==> src/rtl/smh_pkg.sv <==
`timescale 1ns / 1ps
// smh_pkg: constants, types and the hash term function for the sorted multiset
// used by smh_cell and sorted_multiset_with_hash; depends on nothing

package smh_pkg;

    localparam int CAPACITY   = 16;
    localparam int DATA_W     = 32;
    localparam int CNT_W      = $clog2(CAPACITY + 1);
    localparam int IDX_W      = (CAPACITY > 1) ? $clog2(CAPACITY) : 1;
    localparam int STATUS_W   = 2;
    localparam int COUNT_W    = 5;
    localparam int HASH_SHIFT = 5;

    typedef enum logic {
        OP_INSERT = 1'b0,
        OP_REMOVE = 1'b1
    } t_op;

    typedef enum logic [STATUS_W-1:0] {
        ST_DONE   = 2'd0,
        ST_FULL   = 2'd1,
        ST_ABSENT = 2'd2
    } t_status;

    typedef enum logic {
        S_IDLE = 1'b0,
        S_HASH = 1'b1
    } t_state;

    typedef struct packed {
        logic              load;
        t_op               op;
        logic [DATA_W-1:0] value;
    } t_cmd;

    // x * (1 + 1<<5)^i, carry-less, as x times the product of (1 + 1<<(5*2^b)) over the set bits of i
    function automatic logic [DATA_W-1:0] hash_term(input logic [DATA_W-1:0] x,
                                                     input logic [IDX_W-1:0]  idx);
        logic [DATA_W-1:0] t;
        t = x;
        for (int b = 0; b < IDX_W; b++) begin
            if (idx[b]) begin
                t = t ^ (t << (HASH_SHIFT << b));
            end
        end
        return t;
    endfunction

endpackage

==> src/rtl/smh_cell.sv <==
`timescale 1ns / 1ps
// smh_cell: one slot of the sorted store, shifts left or right with its neighbors
// depends on smh_pkg

module smh_cell (
    input  logic                       i_clk,
    input  smh_pkg::t_cmd              i_cmd,
    input  logic [smh_pkg::IDX_W-1:0]  i_index,
    input  logic                       i_valid,
    input  logic [smh_pkg::DATA_W-1:0] i_left_entry,
    input  logic [smh_pkg::DATA_W-1:0] i_right_entry,
    input  logic                       i_left_ge,
    input  logic                       i_found_in,
    output logic [smh_pkg::DATA_W-1:0] o_entry,
    output logic                       o_ge,
    output logic                       o_found_out,
    output logic [smh_pkg::DATA_W-1:0] o_term
);

    logic [smh_pkg::DATA_W-1:0] r_entry;
    logic [smh_pkg::DATA_W-1:0] n_entry;
    logic                       w_eq;

    assign o_ge        = i_valid && ($signed(r_entry) >= $signed(i_cmd.value));
    assign w_eq        = i_valid && (r_entry == i_cmd.value);
    assign o_found_out = i_found_in || w_eq;
    assign o_entry     = r_entry;
    assign o_term      = i_valid ? smh_pkg::hash_term(r_entry, i_index) : '0;

    always_comb begin
        n_entry = r_entry;
        if (i_cmd.load) begin
            case (i_cmd.op)
                smh_pkg::OP_INSERT: begin
                    if (i_left_ge) begin
                        n_entry = i_left_entry;
                    end else if (o_ge || !i_valid) begin
                        n_entry = i_cmd.value;
                    end
                end
                smh_pkg::OP_REMOVE: begin
                    if (o_found_out) begin
                        n_entry = i_right_entry;
                    end
                end
                default: n_entry = r_entry;
            endcase
        end
    end

    always_ff @(posedge i_clk) begin
        r_entry <= n_entry;
    end

endmodule

==> src/rtl/sorted_multiset_with_hash.sv <==
`timescale 1ns / 1ps
// sorted_multiset_with_hash: sorted multiset store as a chain of smh_cell slots
// with count, status and an xor-shift hash of the entries; depends on smh_pkg, smh_cell
//
//  channel | valid   | stall   | word
//  --------+---------+---------+------------------------------
//  in      | i_valid | o_stall | i_operation, i_value
//  out     | o_valid | i_stall | o_status, o_count, o_hash
//
// the cell chain inserts or removes in the accept cycle; in the hash state the xor tree
// over all cells folds the hash into the output register once that register is free
// while a result waits under i_stall the next word is still taken, then held in hash
// until the output register frees up
// i_rst_n is synchronous, active low, and empties the store

module sorted_multiset_with_hash (
    input  logic                         i_clk,
    input  logic                         i_rst_n,
    input  logic                         i_valid,
    output logic                         o_stall,
    input  logic                         i_operation,
    input  logic signed [31:0]           i_value,
    output logic                         o_valid,
    input  logic                         i_stall,
    output logic [1:0]                   o_status,
    output logic [4:0]                   o_count,
    output logic signed [31:0]           o_hash
);

    localparam int CAP = smh_pkg::CAPACITY;
    localparam int DW  = smh_pkg::DATA_W;
    localparam int CW  = smh_pkg::CNT_W;

    smh_pkg::t_state  r_state, n_state;
    logic [CW-1:0]    r_count, n_count;
    smh_pkg::t_status r_pend_status, n_pend_status;
    logic             r_out_valid, n_out_valid;
    smh_pkg::t_status r_out_status;
    logic [CW-1:0]    r_out_count;
    logic [DW-1:0]    r_out_hash;

    logic             w_in_acc;
    logic             w_full;
    logic             w_found;
    logic             w_load_out;
    logic [DW-1:0]    w_hash;
    smh_pkg::t_cmd    w_cmd;

    logic [DW-1:0]    w_entry [CAP];
    logic [DW-1:0]    w_term  [CAP];
    logic [CAP-1:0]   w_ge;
    logic [CAP-1:0]   w_found_chain;
    logic [CAP-1:0]   w_valid;

    assign o_stall  = (r_state != smh_pkg::S_IDLE);
    assign w_in_acc = i_valid && (r_state == smh_pkg::S_IDLE);
    assign w_full   = (r_count == CW'(CAP));
    assign w_found  = w_found_chain[CAP-1];

    assign w_cmd.op    = smh_pkg::t_op'(i_operation);
    assign w_cmd.value = i_value;
    assign w_cmd.load  = w_in_acc && !((w_cmd.op == smh_pkg::OP_INSERT) && w_full);

    for (genvar g = 0; g < CAP; g++) begin : g_cell
        logic [DW-1:0] w_left;
        logic [DW-1:0] w_right;
        logic          w_left_ge;
        logic          w_found_in;

        assign w_valid[g] = (r_count > CW'(g));

        if (g == 0) begin : g_first
            assign w_left     = w_entry[g];
            assign w_left_ge  = 1'b0;
            assign w_found_in = 1'b0;
        end else begin : g_mid
            assign w_left     = w_entry[g-1];
            assign w_left_ge  = w_ge[g-1];
            assign w_found_in = w_found_chain[g-1];
        end

        if (g == CAP - 1) begin : g_last
            assign w_right = w_entry[g];
        end else begin : g_inner
            assign w_right = w_entry[g+1];
        end

        smh_cell u_cell (
            .i_clk         (i_clk),
            .i_cmd         (w_cmd),
            .i_index       (smh_pkg::IDX_W'(g)),
            .i_valid       (w_valid[g]),
            .i_left_entry  (w_left),
            .i_right_entry (w_right),
            .i_left_ge     (w_left_ge),
            .i_found_in    (w_found_in),
            .o_entry       (w_entry[g]),
            .o_ge          (w_ge[g]),
            .o_found_out   (w_found_chain[g]),
            .o_term        (w_term[g])
        );
    end

    always_comb begin
        w_hash = '0;
        for (int k = 0; k < CAP; k++) begin
            w_hash = w_hash ^ w_term[k];
        end
    end

    always_comb begin
        n_count       = r_count;
        n_pend_status = r_pend_status;
        if (w_in_acc) begin
            case (w_cmd.op)
                smh_pkg::OP_INSERT: begin
                    if (w_full) begin
                        n_pend_status = smh_pkg::ST_FULL;
                    end else begin
                        n_pend_status = smh_pkg::ST_DONE;
                        n_count       = r_count + CW'(1);
                    end
                end
                smh_pkg::OP_REMOVE: begin
                    if (w_found) begin
                        n_pend_status = smh_pkg::ST_DONE;
                        n_count       = r_count - CW'(1);
                    end else begin
                        n_pend_status = smh_pkg::ST_ABSENT;
                    end
                end
                default: n_pend_status = smh_pkg::ST_DONE;
            endcase
        end
    end

    always_comb begin
        n_state     = r_state;
        n_out_valid = r_out_valid && i_stall;
        w_load_out  = 1'b0;
        case (r_state)
            smh_pkg::S_IDLE: begin
                if (w_in_acc) begin
                    n_state = smh_pkg::S_HASH;
                end
            end
            smh_pkg::S_HASH: begin
                if (!r_out_valid || !i_stall) begin
                    n_state     = smh_pkg::S_IDLE;
                    n_out_valid = 1'b1;
                    w_load_out  = 1'b1;
                end
            end
            default: n_state = smh_pkg::S_IDLE;
        endcase
    end

    always_ff @(posedge i_clk) begin
        if (!i_rst_n) begin
            r_state     <= smh_pkg::S_IDLE;
            r_count     <= '0;
            r_out_valid <= 1'b0;
        end else begin
            r_state     <= n_state;
            r_count     <= n_count;
            r_out_valid <= n_out_valid;
        end
    end

    always_ff @(posedge i_clk) begin
        r_pend_status <= n_pend_status;
        if (w_load_out) begin
            r_out_status <= r_pend_status;
            r_out_count  <= r_count;
            r_out_hash   <= w_hash;
        end
    end

    assign o_valid  = r_out_valid;
    assign o_status = r_out_status;
    assign o_count  = 5'(r_out_count);
    assign o_hash   = $signed(r_out_hash);

    a_count_bound: assert property (@(posedge i_clk) disable iff (!i_rst_n)
        r_count <= CW'(CAP))
        else $error("count above capacity");

    a_full_keeps_count: assert property (@(posedge i_clk) disable iff (!i_rst_n)
        (w_in_acc && (w_cmd.op == smh_pkg::OP_INSERT) && w_full) |=> $stable(r_count))
        else $error("rejected insert changed the count");

    a_absent_keeps_count: assert property (@(posedge i_clk) disable iff (!i_rst_n)
        (w_in_acc && (w_cmd.op == smh_pkg::OP_REMOVE) && !w_found) |=> $stable(r_count))
        else $error("remove of absent value changed the count");

    a_accept_to_hash: assert property (@(posedge i_clk) disable iff (!i_rst_n)
        w_in_acc |=> (r_state == smh_pkg::S_HASH))
        else $error("accepted word did not go to hash");

endmodule

==> config.mk <==
export PLATFORM = sky130hd
export DESIGN_NAME = sorted_multiset_with_hash
export DESIGN_NICKNAME = d
export VERILOG_FILES = /design/src/rtl/smh_pkg.sv /design/src/rtl/smh_cell.sv /design/src/rtl/sorted_multiset_with_hash.sv
export SDC_FILE = /design/constraint.sdc
export NUM_CORES = 2
export LEC_CHECK = 0
export BUFFER_PORTS_ARGS = -buffer_cell sky130_fd_sc_hd__clkbuf_2
export CAP_MARGIN = 20
export CORE_MARGIN = 2
export CORE_UTILIZATION = 65
export DETAILED_ROUTE_END_ITERATION = 8
export PLACE_DENSITY = 0.82
export SYNTH_ARGS = -nofsm -noshare
export SYNTH_HDL_FRONTEND = slang
export SYNTH_HIERARCHICAL = 1
export SYNTH_SLANG_ARGS = --single-unit
==> constraint.sdc <==
create_clock -name i_clk -period 13.7 [get_ports i_clk]
set_clock_uncertainty 0.1 [all_clocks]
set_input_delay 2.74 -clock i_clk [delete_from_list [all_inputs] [get_ports i_clk]]
set_output_delay 2.74 -clock i_clk [all_outputs]
set_load 0.03 [all_outputs]
==> impl_metrics.tcl <==
set metrics [dict create \
    run_status "finished, violations left" \
    violations "DRC" \
    syn_area_sq_um 65400 \
    cts_resized 0 \
    htreeDepth 3 \
    setup_viol 0 \
    multiInputGateArea_sq_um 45200 \
    clock_sinks 560 \
    place_congestion 1.05 \
    min_path_cells 2 \
    ys_warn_count 6 \
    grt_pass1_wl_um 385000 \
    cp_common_cell "a21o_4" \
    setup_tns_ns 0 \
    io_buffer_count 77 \
    via_per_inst 6.66 \
    cp_slowest_cell "buf_4" \
    met2_length_um 106000 \
    regArea_sq_um 16700 \
    ir_worst_vdd_mv 0.145 \
    post-cts-setup-buffers 0 \
    cp_top_family "compound AO/OA/AOI/OAI gates" \
    min_period_ns 8.00 \
    grt-ovfl-total 0 \
    dr.pass1.iters 9 \
    dp_hpwl_um 201000 \
    holdWs_ns 0.462 \
    core_area_sq_um 100000 \
    areaGrowthSynthToFinish_pct 6.78 \
    syn-instance-count 7843 \
    rrSetupSlack_ns 7.99 \
    worst_slack_ns 5.70 \
    cts-root-buf "clkbuf_16" \
    met3_length_um 48000 \
    dieWidth_um 321 \
    dp_slack_ns 5.06 \
    critPathMaxStageDelay_ns 0.62 \
    cts_tree "built" \
    reg2regPathDepth 23 \
    io_pins 78 \
    worst_pin_slew_ns 1.07 \
    numCtsBuffers 70 \
    end_kind "register" \
    nFillCells 8147 \
    syn_area_per_cell_sq_um 8.34 \
    rsz0062_at_grt "false" \
    max_slew_margin 0.283 \
    drtIter0Drc 11525 \
    grt_pass1_vias 55713 \
    fmax_mhz 125 \
    powerDensity_nw_per_um2 123 \
    p_leak_nw 28.7 \
    clk_latency_ns 0.68 \
    cts.clk_slew.worst_paths_ns 0.06 \
    crit_type "in2reg" \
    cp.buffers_inverters 4 \
    cp.arrival_ns 8.25 \
    grt_max_degree 252 \
    crit_cells 26 \
    start_util 0.654 \
    wirelength_met1_um 98100 \
    hold_buffers 0 \
    clockBufferDepth 3 \
    worst_ep_required_time_ns 13.95 \
    drt_wl_total_um 274000 \
    top_layer "met5" \
    nets 8453 \
    grt_antenna_before_repair 18 \
    post-route-period-util 0.584 \
    hold_viol_final 0 \
    final-max-slew-violation-count 0 \
    rows 116 \
    vias 61672 \
    hold_class "reg2reg" \
    track_usage 0.516 \
    drc 2 \
    final_layout_size_suffix_gt1_frac 0.0741 \
    die_h_um 321 \
    max-cap-violations 0 \
    die-area_sq_um 103000 \
    cp_max_fo 32 \
    antenna_left 0 \
    wl_per_cell_um 29.6 \
    critPathLaunchType "input port" \
]
## cells in the final DEF (no fill, tap or decap), types with 13 or more instances in the layout
cell type / count
nand4_2: 40
mux2_2: 100
o21ai_0: 569
xor2_1: 345
nand4_1: 52
and2_1: 173
and3_1: 49
bufinv_16: 13
a21o_1: 20
a221o_1: 16
nand4_4: 16
nor4_2: 28
conb_1: 146
o21ai_1: 21
xnor2_1: 1013
buf_4: 115
xor3_1: 16
nor2b_1: 17
a32oi_1: 108
ha_1: 518
nor2_1: 354
clkbuf_2: 76
a221oi_1: 16
inv_1: 689
mux2i_1: 517
clkbuf_16: 70
o22ai_1: 112
a21oi_1: 280
nand3_1: 65
o211ai_1: 21
edfxtp_1: 553
nor3_1: 65
nand2_1: 1446
nand2b_1: 17
## through the flow
stage          cells  instance area [sq um]  total power [mW]  utilization
6_report        9255                  69900              8.59        0.699
5_1_grt         9254                  69900              8.75        0.699
4_1_cts         9251                  69900              8.31        0.699
3_5_place_dp    9123                  67400              6.28        0.674
3_3_place_gp    9123                  67400              6.20        0.674
2_1_floorplan   7987                  66000              4.90            -
## power breakdown
group	switching, mW	total, mW	internal [mW]
Clock	0.858	2.05	1.20
Sequential	0.464	2.66	2.19
Combinational	2.49	3.88	1.39
Total	3.81	8.59	4.78
## area by class of cell
class / instances / area share
antenna: 3 / 0.000107
clock buffer: 77 / 0.0254
sequential: 560 / 0.240
tap: 1298 / 0.0232
timing repair buffer: 195 / 0.0187
inverter: 690 / 0.0371
multi-input combinational: 6381 / 0.646
clock inverter: 51 / 0.00963
## state kept, by name, indices dropped and copies added, names as in the netlist
signal,count
o_status,2
g_cell.u_cell/o_entry,512
r_pend_status,2
o_valid,1
o_hash,32
o_count,5
o_stall,1
r_count,5
## final timing paths
kind,start,endpoint
hold reg to reg,o_stall,o_valid
hold / removal,o_stall,o_valid
setup reg to reg,g_cell[0].u_cell/o_entry[14],g_cell[15].u_cell/o_entry[17]
setup / recovery,i_value[27],g_cell[15].u_cell/o_entry[17]
## metal layers
layer / vias up / GRT usage
li1: 26771 / -
met1: 28582 / 0.675
met2: 5172 / 0.703
met3: 1133 / 0.194
met4: 14 / 0.344
met5: - / 0
## worst reg2reg max path, delay by kind of cell, from the launching register on
family,cells,cell delay [ns]
and+or+nand+nor,8,1.38
buffers and inverters,1,0.31
adders and majority gates,1,0.39
DFF,1,0.58
AOI/OAI and AO/OA,13,2.62
Note: power is estimated with default switching activity, not from simulation.
